## config.mk

```make
export PLATFORM = sky130hd
export DESIGN_NAME = stuffed_frame_crc32_receiver
export DESIGN_NICKNAME = d
export VERILOG_FILES = /design/src/sfcrc_pkg.sv /design/src/stuffed_frame_crc32_receiver.sv
export SDC_FILE = /design/constraint.sdc
export NUM_CORES = 1
export LEC_CHECK = 0
export BUFFER_PORTS_ARGS = -buffer_cell sky130_fd_sc_hd__clkbuf_2
export CORE_MARGIN = 5
export CORE_UTILIZATION = 46
export CTS_CLUSTER_SIZE = 20
export DETAILED_ROUTE_END_ITERATION = 6
export HOLD_SLACK_MARGIN = 0.15
export PLACE_DENSITY = 0.58
export SLEW_MARGIN = 15
export SYNTH_ARGS = -nofsm -noshare
export SYNTH_HDL_FRONTEND = slang
export SYNTH_SLANG_ARGS = --single-unit
```

## constraint.sdc

```tcl
create_clock -name clk -period 10.08 [get_ports clk]
set_input_delay 1.008 -clock clk [delete_from_list [all_inputs] [get_ports clk]]
set_output_delay 1.008 -clock clk [all_outputs]
set_load 0.02 [all_outputs]
```

## src/sfcrc_pkg.sv

```systemverilog
package sfcrc_pkg;

  localparam int MAX_PAYLOAD_DEF = 64;

  localparam logic [7:0]  SYNC_BYTE  = 8'hAA;
  localparam logic [7:0]  TRAIL_BYTE = 8'h55;
  localparam logic [31:0] CRC_INIT   = 32'hFFFF_FFFF;
  localparam logic [31:0] CRC_POLY   = 32'hEDB8_8320;

  // item kinds
  localparam logic KIND_BYTE = 1'b0;
  localparam logic KIND_TICK = 1'b1;

  // result kinds
  localparam logic RES_FRAME   = 1'b0;
  localparam logic RES_TIMEOUT = 1'b1;

  // register index (paddr[2])
  localparam logic REG_TIMEOUT_ENABLE = 1'b0;
  localparam logic REG_TIMEOUT_TICKS  = 1'b1;

  typedef struct packed {
    logic       kind;
    logic [7:0] data;
  } item_t;

  typedef struct packed {
    logic       result_kind;
    logic [7:0] frame_id;
    logic [6:0] frame_length;
    logic [5:0] byte_index;
    logic [7:0] payload_byte;
    logic       byte_valid;
    logic       last;
  } result_t;

  // reflected CRC-32, one byte
  function automatic logic [31:0] crc_byte(input logic [31:0] c, input logic [7:0] b);
    logic [31:0] r;
    r = c ^ {24'd0, b};
    for (int k = 0; k < 8; k++) begin
      r = r[0] ? ((r >> 1) ^ CRC_POLY) : (r >> 1);
    end
    return r;
  endfunction

endpackage

```

## src/stuffed_frame_crc32_receiver.sv

```systemverilog
// channel | dir | handshake                    | payload
// item    | in  | item_valid / item_ready      | item   (kind, data)
// result  | out | result_valid / result_ready  | result (byte, empty or timeout)
// config  | in  | APB psel/penable/pwrite      | timeout_enable @0, timeout_ticks @4
//
// Items are taken while ctrl is CT_RUN, so an item that starts no result lets
// the next one be taken in the following cycle. A good frame is replayed from
// the payload RAM byte by byte (RAM read, then output register load); input is
// held off until the run is handed over. Zero-length and timeout results are
// loaded once the output register frees. Reset is synchronous; the payload RAM
// needs no clearing. A stalled result blocks input only while a new one waits.
module stuffed_frame_crc32_receiver #(
  parameter int MAX_PAYLOAD = sfcrc_pkg::MAX_PAYLOAD_DEF
) (
  input  logic              clk,
  input  logic              rst,
  input  logic              item_valid,
  output logic              item_ready,
  input  sfcrc_pkg::item_t   item,
  output logic              result_valid,
  input  logic              result_ready,
  output sfcrc_pkg::result_t result,
  input  logic              psel,
  input  logic              penable,
  input  logic              pwrite,
  input  logic [2:0]        paddr,
  input  logic [31:0]       pwdata,
  output logic [31:0]       prdata,
  output logic              pready
);
  import sfcrc_pkg::*;

  localparam int AW = (MAX_PAYLOAD > 1) ? $clog2(MAX_PAYLOAD) : 1;

  typedef enum logic [3:0] {
    PH_SEARCH, PH_ID, PH_LEN, PH_DATA, PH_CRC3, PH_CRC2, PH_CRC1, PH_CRC0, PH_EOF
  } phase_t;

  typedef enum logic [2:0] {
    CT_RUN, CT_EMIT_RD, CT_EMIT_WR, CT_PEND_ZERO, CT_PEND_TIMEOUT
  } ctrl_t;

  logic        timeout_enable;
  logic [31:0] timeout_ticks;

  phase_t      phase;
  ctrl_t       ctrl;
  logic [1:0]  header_run;
  logic [7:0]  frame_ident;
  logic [6:0]  stored_length;
  logic [6:0]  bytes_remaining;
  logic [6:0]  write_position;
  logic [31:0] crc_running;
  logic [31:0] crc_received;
  logic [31:0] idle_count;
  logic [6:0]  emit_count;

  // payload RAM
  logic [7:0]    store [MAX_PAYLOAD];
  logic          store_we;
  logic [AW-1:0] store_waddr;
  logic [7:0]    store_wdata;
  logic          store_re;
  logic [AW-1:0] store_raddr;
  logic [7:0]    store_rdata;

  logic        accept;
  logic        is_byte;
  logic [7:0]  b;
  logic [31:0] crc_next;
  logic [31:0] crc_full;
  logic [31:0] idle_inc;
  logic        tick_hit;
  logic        slot_free;
  logic        res_load;
  logic        emit_last;
  logic        cfg_write;

  assign pready     = 1'b1;
  assign cfg_write  = psel & penable & pwrite;
  assign prdata     = (paddr[2] == REG_TIMEOUT_TICKS) ? timeout_ticks
                                                      : {31'd0, timeout_enable};

  assign item_ready = (ctrl == CT_RUN);
  assign accept     = item_valid & item_ready;
  assign is_byte    = (item.kind == KIND_BYTE);
  assign b          = item.data;
  assign slot_free  = ~result_valid | result_ready;
  assign res_load   = slot_free & ((ctrl == CT_EMIT_WR) | (ctrl == CT_PEND_ZERO)
                                   | (ctrl == CT_PEND_TIMEOUT));

  assign crc_next   = crc_byte((phase == PH_ID) ? CRC_INIT : crc_running, b);
  assign crc_full   = {crc_received[31:8], b};
  assign idle_inc   = (idle_count == '1) ? idle_count : idle_count + 32'd1;
  // new count >= ticks, with saturation folded into the 33-bit sum
  assign tick_hit   = ({1'b0, idle_count} + 33'd1) >= {1'b0, timeout_ticks};
  assign emit_last  = ((emit_count + 7'd1) == stored_length);

  assign store_we    = accept & is_byte & (header_run != 2'd2) & (phase == PH_DATA)
                       & (write_position < 7'(MAX_PAYLOAD));
  assign store_waddr = write_position[AW-1:0];
  assign store_wdata = b;
  assign store_re    = (ctrl == CT_EMIT_RD);
  assign store_raddr = emit_count[AW-1:0];

  always_ff @(posedge clk) begin
    if (store_we) begin
      store[store_waddr] <= store_wdata;
    end
    if (store_re) begin
      store_rdata <= store[store_raddr];
    end
  end

  always_ff @(posedge clk) begin
    if (rst) begin
      timeout_enable <= 1'b0;
      timeout_ticks  <= 32'd100;
    end else if (cfg_write) begin
      if (paddr[2] == REG_TIMEOUT_ENABLE) begin
        timeout_enable <= pwdata[0];
      end else begin
        timeout_ticks <= pwdata;
      end
    end
  end

  always_ff @(posedge clk) begin
    if (rst) begin
      result_valid <= 1'b0;
    end else if (res_load) begin
      result_valid <= 1'b1;
    end else if (result_ready) begin
      result_valid <= 1'b0;
    end
  end

  always_ff @(posedge clk) begin
    if (rst) begin
      phase        <= PH_SEARCH;
      ctrl         <= CT_RUN;
      header_run   <= 2'd0;
      idle_count   <= 32'd0;
      crc_running  <= CRC_INIT;
      crc_received <= 32'd0;
      frame_ident  <= 8'd0;
      stored_length   <= 7'd0;
      write_position  <= 7'd0;
      bytes_remaining <= 7'd0;
      emit_count      <= 7'd0;
    end else begin
      case (ctrl)
        CT_RUN: begin
          if (accept && !is_byte) begin
            if (phase != PH_SEARCH && timeout_enable && tick_hit) begin
              idle_count      <= 32'd0;
              crc_running     <= CRC_INIT;
              header_run      <= 2'd0;
              write_position  <= 7'd0;
              bytes_remaining <= 7'd0;
              phase           <= PH_SEARCH;
              ctrl            <= CT_PEND_TIMEOUT;
            end else begin
              idle_count <= idle_inc;
            end
          end else if (accept) begin
            idle_count <= 32'd0;
            if (header_run == 2'd2) begin
              // byte after two sync bytes: restart, stuff or abort
              header_run <= 2'd0;
              if (b == SYNC_BYTE) begin
                phase <= PH_ID;
              end else if (b != TRAIL_BYTE) begin
                phase <= PH_SEARCH;
              end
            end else begin
              header_run <= (b == SYNC_BYTE) ? header_run + 2'd1 : 2'd0;
              case (phase)
                PH_ID: begin
                  frame_ident    <= b;
                  write_position <= 7'd0;
                  crc_running    <= crc_next;
                  phase          <= PH_LEN;
                end
                PH_LEN: begin
                  crc_running <= crc_next;
                  if (b == 8'd0) begin
                    stored_length   <= 7'd0;
                    bytes_remaining <= 7'd0;
                    phase           <= PH_CRC3;
                  end else if ({24'd0, b} <= 32'(MAX_PAYLOAD)) begin
                    stored_length   <= b[6:0];
                    bytes_remaining <= b[6:0];
                    phase           <= PH_DATA;
                  end else begin
                    phase <= PH_SEARCH;
                  end
                end
                PH_DATA: begin
                  if (store_we) begin
                    write_position <= write_position + 7'd1;
                  end
                  crc_running     <= crc_next;
                  bytes_remaining <= bytes_remaining - 7'd1;
                  if (bytes_remaining == 7'd1) begin
                    phase <= PH_CRC3;
                  end
                end
                PH_CRC3: begin
                  crc_received <= {b, 24'd0};
                  phase        <= PH_CRC2;
                end
                PH_CRC2: begin
                  crc_received[23:16] <= b;
                  phase               <= PH_CRC1;
                end
                PH_CRC1: begin
                  crc_received[15:8] <= b;
                  phase              <= PH_CRC0;
                end
                PH_CRC0: begin
                  crc_received <= crc_full;
                  phase <= (crc_full == ~crc_running) ? PH_EOF : PH_SEARCH;
                end
                PH_EOF: begin
                  phase <= PH_SEARCH;
                  if (b == TRAIL_BYTE) begin
                    emit_count <= 7'd0;
                    ctrl <= (stored_length == 7'd0) ? CT_PEND_ZERO : CT_EMIT_RD;
                  end
                end
                default: begin
                  phase <= PH_SEARCH;
                end
              endcase
            end
          end
        end

        CT_EMIT_RD: begin
          ctrl <= CT_EMIT_WR;
        end

        CT_EMIT_WR: begin
          if (slot_free) begin
            result <= '{result_kind: RES_FRAME, frame_id: frame_ident,
                        frame_length: stored_length, byte_index: emit_count[5:0],
                        payload_byte: store_rdata, byte_valid: 1'b1,
                        last: emit_last};
            emit_count <= emit_count + 7'd1;
            ctrl <= emit_last ? CT_RUN : CT_EMIT_RD;
          end
        end

        CT_PEND_ZERO: begin
          if (slot_free) begin
            result <= '{result_kind: RES_FRAME, frame_id: frame_ident,
                        frame_length: 7'd0, byte_index: 6'd0, payload_byte: 8'd0,
                        byte_valid: 1'b0, last: 1'b1};
            ctrl <= CT_RUN;
          end
        end

        CT_PEND_TIMEOUT: begin
          if (slot_free) begin
            result <= '{result_kind: RES_TIMEOUT, frame_id: 8'd0,
                        frame_length: 7'd0, byte_index: 6'd0, payload_byte: 8'd0,
                        byte_valid: 1'b0, last: 1'b1};
            ctrl <= CT_RUN;
          end
        end

        default: begin
          ctrl <= CT_RUN;
        end
      endcase
    end
  end

endmodule

```

# After elaboration in Yosys (flattened, before gate mapping)
# Memory sizes are Yosys's and may differ from the RTL's. A register that Yosys moved wholly into a read port is not among the register bits.
# Cells that the tools add are included.
dict set report word_totals {
  in_bits 51
  mem_bits_rw 512
  word_cells 212
  ff_bits 199
  mem_count 1
  output_inout_bits 67
}
# name words word_bits rd rd_clocked_by_memory_dff wr line_no
set mem_list {}
lappend mem_list {store 64 8 1 1 1 stuffed_frame_crc32_receiver.sv:59} ;# logic [7:0] store [MAX_PAYLOAD];
dict set report classes {
  eq_ne 42
  addsub 6
  muxes 75
  n_lt_le_gt_ge 3
  bitwise_logic 27
  reduce_logical 35
}
# operator count
set ops {}
lappend ops {{32-bit 2-to-1 mux} 22}
lappend ops {{7-bit 2-to-1 mux} 16}
lappend ops {{13-bit NOT with 14-bit output} 8}
lappend ops {{32-bit case mux with 3 select lines} 1}
lappend ops {{7-bit case mux with 2 select lines} 3}
lappend ops {{5-bit AND reduction} 7}
lappend ops {{32-bit by 1-bit adder with 33-bit output (second input constant)} 1}
lappend ops {{33-bit by 32-bit greater-or-equal comparator with 1-bit output} 1}
lappend ops {{32-bit by 1-bit adder with 32-bit output (second input constant)} 1}
lappend ops {{32-bit == test} 1}
lappend ops {{32-bit == test (second input constant)} 1}
lappend ops {{4-bit 2-to-1 mux} 8}
lappend ops {{32-bit NOT} 1}
lappend ops {{8-bit case mux with 2 select lines} 2}
lappend ops {{32-bit by 8-bit XOR with 32-bit output} 1}
lappend ops {{4-bit case mux with 7 select lines} 1}
lappend ops {{3-bit 2-to-1 mux} 9}
lappend ops {{6-bit AND reduction} 3}
lappend ops {{4-bit by 3-bit == test with 1-bit output (second input constant)} 4}
lappend ops {{7-bit by 1-bit adder with 7-bit output (second input constant)} 2}
lappend ops {{2-bit 2-to-1 mux} 7}
lappend ops {{2-bit inequality test (second input constant)} 7}
lappend ops {{7-bit AND reduction} 2}
lappend ops {{2-bit nonzero test} 7}
lappend ops {{38 further kinds} 72}

# Longest topological paths before layout
dict set report logic_depth {
  depth_word 23
  ltp_mapped 19
  mapped_depth_nobuf 15
}

# Worst setup path before layout
# No wires, ideal clock.
dict set report synth_path {
  path_type {input port to flip-flop}
  from {in rst}
  to {reg result[0] in the netlist's numbering (enable)}
  slack_ns 5.961
  n_path_buf 2
  setup_ns 0.461
  cell_stages 3
  t_arrival_ns 3.658
  path_cell_list {clkbuf_1 -> clkbuf_1 -> nor3_1}
}
dict set report synth_between {
  elab_chain_cells 2
}
# item line_no
set synth_lines {}
lappend synth_lines {{start: declaration} stuffed_frame_crc32_receiver.sv:16} ;# input logic rst,
lappend synth_lines {{1-bit NOT (no line)} n/a}
lappend synth_lines {{5-bit AND reduction (no line)} n/a}
lappend synth_lines {{end signal: assignment} stuffed_frame_crc32_receiver.sv:246} ;# result <= '{result_kind: RES_FRAME, frame_id: frame_ident,
lappend synth_lines {{end signal: assignment} stuffed_frame_crc32_receiver.sv:257} ;# result <= '{result_kind: RES_FRAME, frame_id: frame_ident,
lappend synth_lines {{end signal: assignment} stuffed_frame_crc32_receiver.sv:266} ;# result <= '{result_kind: RES_TIMEOUT, frame_id: 8'd0,
lappend synth_lines {{end: declaration} stuffed_frame_crc32_receiver.sv:22} ;# output sfcrc_pkg::result_t result,
# No other way between the ends.
# A chain may end at the register's enable or synchronous reset.

# Worst setup path in the final report
dict set report layout_path {
  from {reg idle_count[0]}
  to {reg crc_running[18]}
}
dict set report layout_between {
  elab_chain_cells 5
}
# item line_no
set layout_lines {}
lappend layout_lines {{start: declaration} stuffed_frame_crc32_receiver.sv:55} ;# logic [31:0] idle_count;
lappend layout_lines {{start signal: assignment} stuffed_frame_crc32_receiver.sv:164} ;# idle_count <= idle_inc;
lappend layout_lines {{32-bit by 1-bit adder with 33-bit output} stuffed_frame_crc32_receiver.sv:96} ;# assign tick_hit = ({1'b0, idle_count} + 33'd1) >= {1'b0, timeout_ticks};
lappend layout_lines {{33-bit by 32-bit greater-or-equal comparator with 1-bit output} stuffed_frame_crc32_receiver.sv:96}
lappend layout_lines {{1-bit logical AND} stuffed_frame_crc32_receiver.sv:155} ;# if (phase != PH_SEARCH && timeout_enable && tick_hit) begin
lappend layout_lines {{2-bit by 1-bit inequality test with 1-bit output (no line)} n/a}
lappend layout_lines {{5-bit AND reduction (no line)} n/a}
lappend layout_lines {{end signal: assignment} stuffed_frame_crc32_receiver.sv:182} ;# crc_running <= crc_next;
lappend layout_lines {{end signal: assignment} stuffed_frame_crc32_receiver.sv:186} ;# crc_running <= crc_next;
lappend layout_lines {{end signal: assignment} stuffed_frame_crc32_receiver.sv:203} ;# crc_running <= crc_next;
lappend layout_lines {{end: declaration} stuffed_frame_crc32_receiver.sv:53} ;# logic [31:0] crc_running;
# No other way between the ends.

==> flow_summary.yaml <==
timing:
  worst-slew-pin-transition_ns: 1.13
  fin_crit_ns: 5.28
  finalMaxSlewViolations: 0
  rsz0062_at_grt: "false"
  final-setup-viol-count: 0
  layout_worst_path_cycle_share_pct: 52.4
  hold_viol: 0
  skew_ns: 0.0270
  fin_ws_ns: 4.80
  slew_headroom_pct: 24.5
  max_freq_mhz: 189
  finalSetupTns_ns: 0
finish:
  final_cell_count_no_fill: 3179
  fin_util_pct: 52.2
  syn_to_final_growth_pct: 12.6
  final_net_count: 2336
  diodes: 0
  post_route_cells_drive_above_1_share_pct: 19.9
  mostFrequentLayoutCell: "edfxtp_1"
  most-common-layout-cells: "552 x edfxtp_1, 192 x nor2_1, 168 x mux4_2"
global_routing:
  vias_in_the_first_global_route: 18471
  antenna_violations_before_repair: 5
  groute.usage.overall_pct: 20.7
  grt_pass1_wl_mm: 116
  grt_remaining_overflow: 0
  grt_start_max_net_pins: 99
logic_synthesis:
  synth_ff_type: "edfxtp_1"
  synth.distinct_cells: 75
  synth_edf_count: 552
  synthesis.area_sq_um: 31100
  synth.net_count: 2244
  netlist_instances: 2155
  asyncSetResetFlopFracSynth_pct: 0
  synth_sequential_area_ratio_pct: 64.0
  synth.avg_cell_area_sq_um: 14.4
  synth_warnings: 0
  yosys_register_bits: 719
cts:
  tritoncts: "built"
  cts_sinks: 719
  root_buffer: "clkbuf_16"
  cts_inserted_buffers: 78
  ctsHoldBuffers: 0
  ctsLongestPathBuffers: 3
  postCtsSetupBuffers: 0
  h-tree-depth: 3
  worstSkewPairLatency_ns: 0.62
  cts.reportedPaths.clkPinSlew_ns: 0.06
  post_cts_resized: 0
power_and_ir_drop:
  cellInternalPower_mw: 5.08
  seq_power_share_pct: 49.2
  power.share.combinational_pct: 8.0
  peak_vdd_ir_v: 0.0000973
  leakagePower_nw: 11.3
  cellPowerDensity_nw_per_um2: 188
  power_mw: 6.59
  p_sw_share_pct: 22.9
  net_switching_power_mw: 1.51
  clockPowerShare_pct: 42.8
placement:
  post-place-ws_ns: 4.92
  gpl.final_weighted_congestion: 0.825
  dp.cells: 3039
  io_buffer_count: 114
  dpl.hpwl_mm: 47.7
critical_path:
  critPathLaunchType: "flop"
  worst_ep_arrival_time_ns: 5.76
  ff2ff_path_depth: 14
  worst-endpoint-required_ns: 10.56
  worst-path-max-fanout: 45
  end_kind: "flop"
  worstSetupEndpoint: "crc_running[18]$_SDFFE_PP1P_"
  timing_worst_setup_path_type: "reg -> reg"
  r2r-end: "crc_running[18]$_SDFFE_PP1P_"
  rrSetupSlack_ns: 4.80
  r2r_start: "idle_count[0]$_SDFFE_PP0P_"
  origin_of_the_worst_setup_path: "idle_count[0]$_SDFFE_PP0P_"
detailed_routing:
  detailedRoute.firstIterationViolations: 1758
  m1WireLength_mm: 34.1
  maxUsedRoutingLayer: "met5"
  detail-route-antenna-nets: 0
  routed_via_density: 5.82
  total_wire_length_mm: 76.7
  detail_route.drc_violations: 0
  drt_pre_antenna_iters: 5
  detailroute.wirelength.met2_mm: 35.1
  dr_total_vias: 18501
  routed_wire_length_per_instance_microns: 24.1
  route.met3.wl_mm: 5.74
hold_path:
  hold_path_startpoint: "frame_ident[5]$_SDFFE_PP0P_"
  hold_path.class: "reg -> reg"
die:
  row_count: 95
  design.core.area_sq_um: 67200
  design.die.area_sq_um: 72900
  die_height_microns: 270
  ports: 118
  die_w_microns: 270
  initial_utilization_pct: 46.3
run:
  cap_viol_max_count: 0
outcome:
  outcome: "completed"
synth_stat cells, types with 3 or more instances:
cell type | instances | area share [%]
a21o_1 | 8 | 0.19
ha_1 | 38 | 1.5
clkbuf_1 | 81 | 0.98
o31ai_1 | 3 | 0.072
nand4_1 | 23 | 0.46
nand2b_1 | 5 | 0.10
nand3b_1 | 10 | 0.24
xnor2_2 | 3 | 0.16
and2_1 | 28 | 0.56
nor3_1 | 53 | 0.85
nand2_1 | 148 | 1.8
xor2_1 | 36 | 1.0
xnor2_1 | 137 | 3.9
and3_1 | 15 | 0.30
o2111ai_1 | 7 | 0.20
a22o_1 | 7 | 0.20
a211oi_1 | 4 | 0.097
or2_2 | 5 | 0.10
o21ai_0 | 39 | 0.63
nor4_1 | 13 | 0.26
o211ai_1 | 5 | 0.12
a21oi_1 | 118 | 1.9
buf_1 | 26 | 0.31
or3_1 | 14 | 0.28
o32a_1 | 6 | 0.19
nand3_1 | 64 | 1.0
a311oi_1 | 3 | 0.084
o21ai_1 | 3 | 0.048
inv_1 | 44 | 0.53
and4_1 | 5 | 0.14
a21oi_2 | 4 | 0.11
nor2b_1 | 12 | 0.24
mux4_2 | 168 | 12
a22oi_1 | 11 | 0.27
or4_1 | 3 | 0.072
buf_2 | 17 | 0.27
dfxtp_1 | 167 | 11
a31oi_1 | 17 | 0.34
mux2i_1 | 19 | 0.61
edfxtp_1 | 552 | 53
nor2_1 | 194 | 2.3
layer usage:
layer / global-route usage, % / up-vias
li1: - / 8331
met1: 30.3 / 9427
met4: 5.95 / 4
met2: 31.7 / 622
met5: 0 / -
met3: 4.21 / 117
cell families (layout without fill, tap and decap cells):
group | count (synthesis) | in the layout | synth area share, %
simple gates | 605 | 605 | 9.26
xor+xnor | 178 | 178 | 5.17
mux | 188 | 188 | 12.8
flops | 719 | 719 | 64.0
fa+ha+maj | 38 | 38 | 1.53
buf+inv | 176 | 327 | 2.27
other cells | 1 | 1 | 0.0121
compound gates | 250 | 250 | 4.94
sequential cells by signal (all words and copies together) (netlist names):
signal	cells
store	512
crc_running	32
idle_count	32
result	32
timeout_ticks	32
crc_received	24
frame_ident	8
store_rdata	8
bytes_remaining	7
emit_count	7
stored_length	7
write_position	7
phase	4
ctrl	3
header_run	2
result_valid	1
timeout_enable	1
power groups by stage:
stage / combinational [mW] / sequential (mW) / clock, mW
3_3_place_gp: 0.523 / 3.30 / 0
3_5_place_dp: 0.529 / 3.30 / 0
2_1_floorplan: 0.365 / 3.29 / 0
5_1_grt: 0.563 / 3.24 / 3.00
4_1_cts: 0.531 / 3.24 / 2.87
6_report: 0.526 / 3.24 / 2.82
how the worst min path moves through the flow:
stage                             endpoint  slack [ns]  cells after the start
2_1_floorplan  frame_ident[0]$_SDFFE_PP0P_        0.43                      2
3_3_place_gp   frame_ident[6]$_SDFFE_PP0P_        0.44                      2
3_5_place_dp   frame_ident[5]$_SDFFE_PP0P_        0.45                      2
4_1_cts        frame_ident[5]$_SDFFE_PP0P_        0.45                      2
5_1_grt        frame_ident[5]$_SDFFE_PP0P_        0.47                      2
6_report       frame_ident[5]$_SDFFE_PP0P_        0.45                      2
cell type report:
type                    instances  area (sq um)
repair buffers                142           821
fillers                      5528         32100
inverters                      46           173
flip-flops and latches        719         19900
clock buffers                 107          2220
clock inverters                32           309
well taps                     873          1090
multi-input cells            1260         10500
through the flow:
step	hold slack (ns)	instance area (sq um)
2_1_floorplan	0.432	31100
3_3_place_gp	0.442	32500
3_5_place_dp	0.445	32500
4_1_cts	0.453	35000
5_1_grt	0.473	35000
6_report	0.449	35000
critical path, cell delays in order, from the launching register on:
cell	delay, ns
dfxtp_1	0.43
and3_1	0.20
nand3_1	0.20
nor3_1	0.56
and3_1	0.41
nand2_1	0.15
xnor2_1	0.20
ha_1	0.29
a21oi_1	0.14
a21boi_0	0.12
a211o_1	0.32
o21ai_0	0.29
a211o_1	0.37
nand3_2	0.81
o32a_1	0.61
Power figures use the tool's default switching activity.
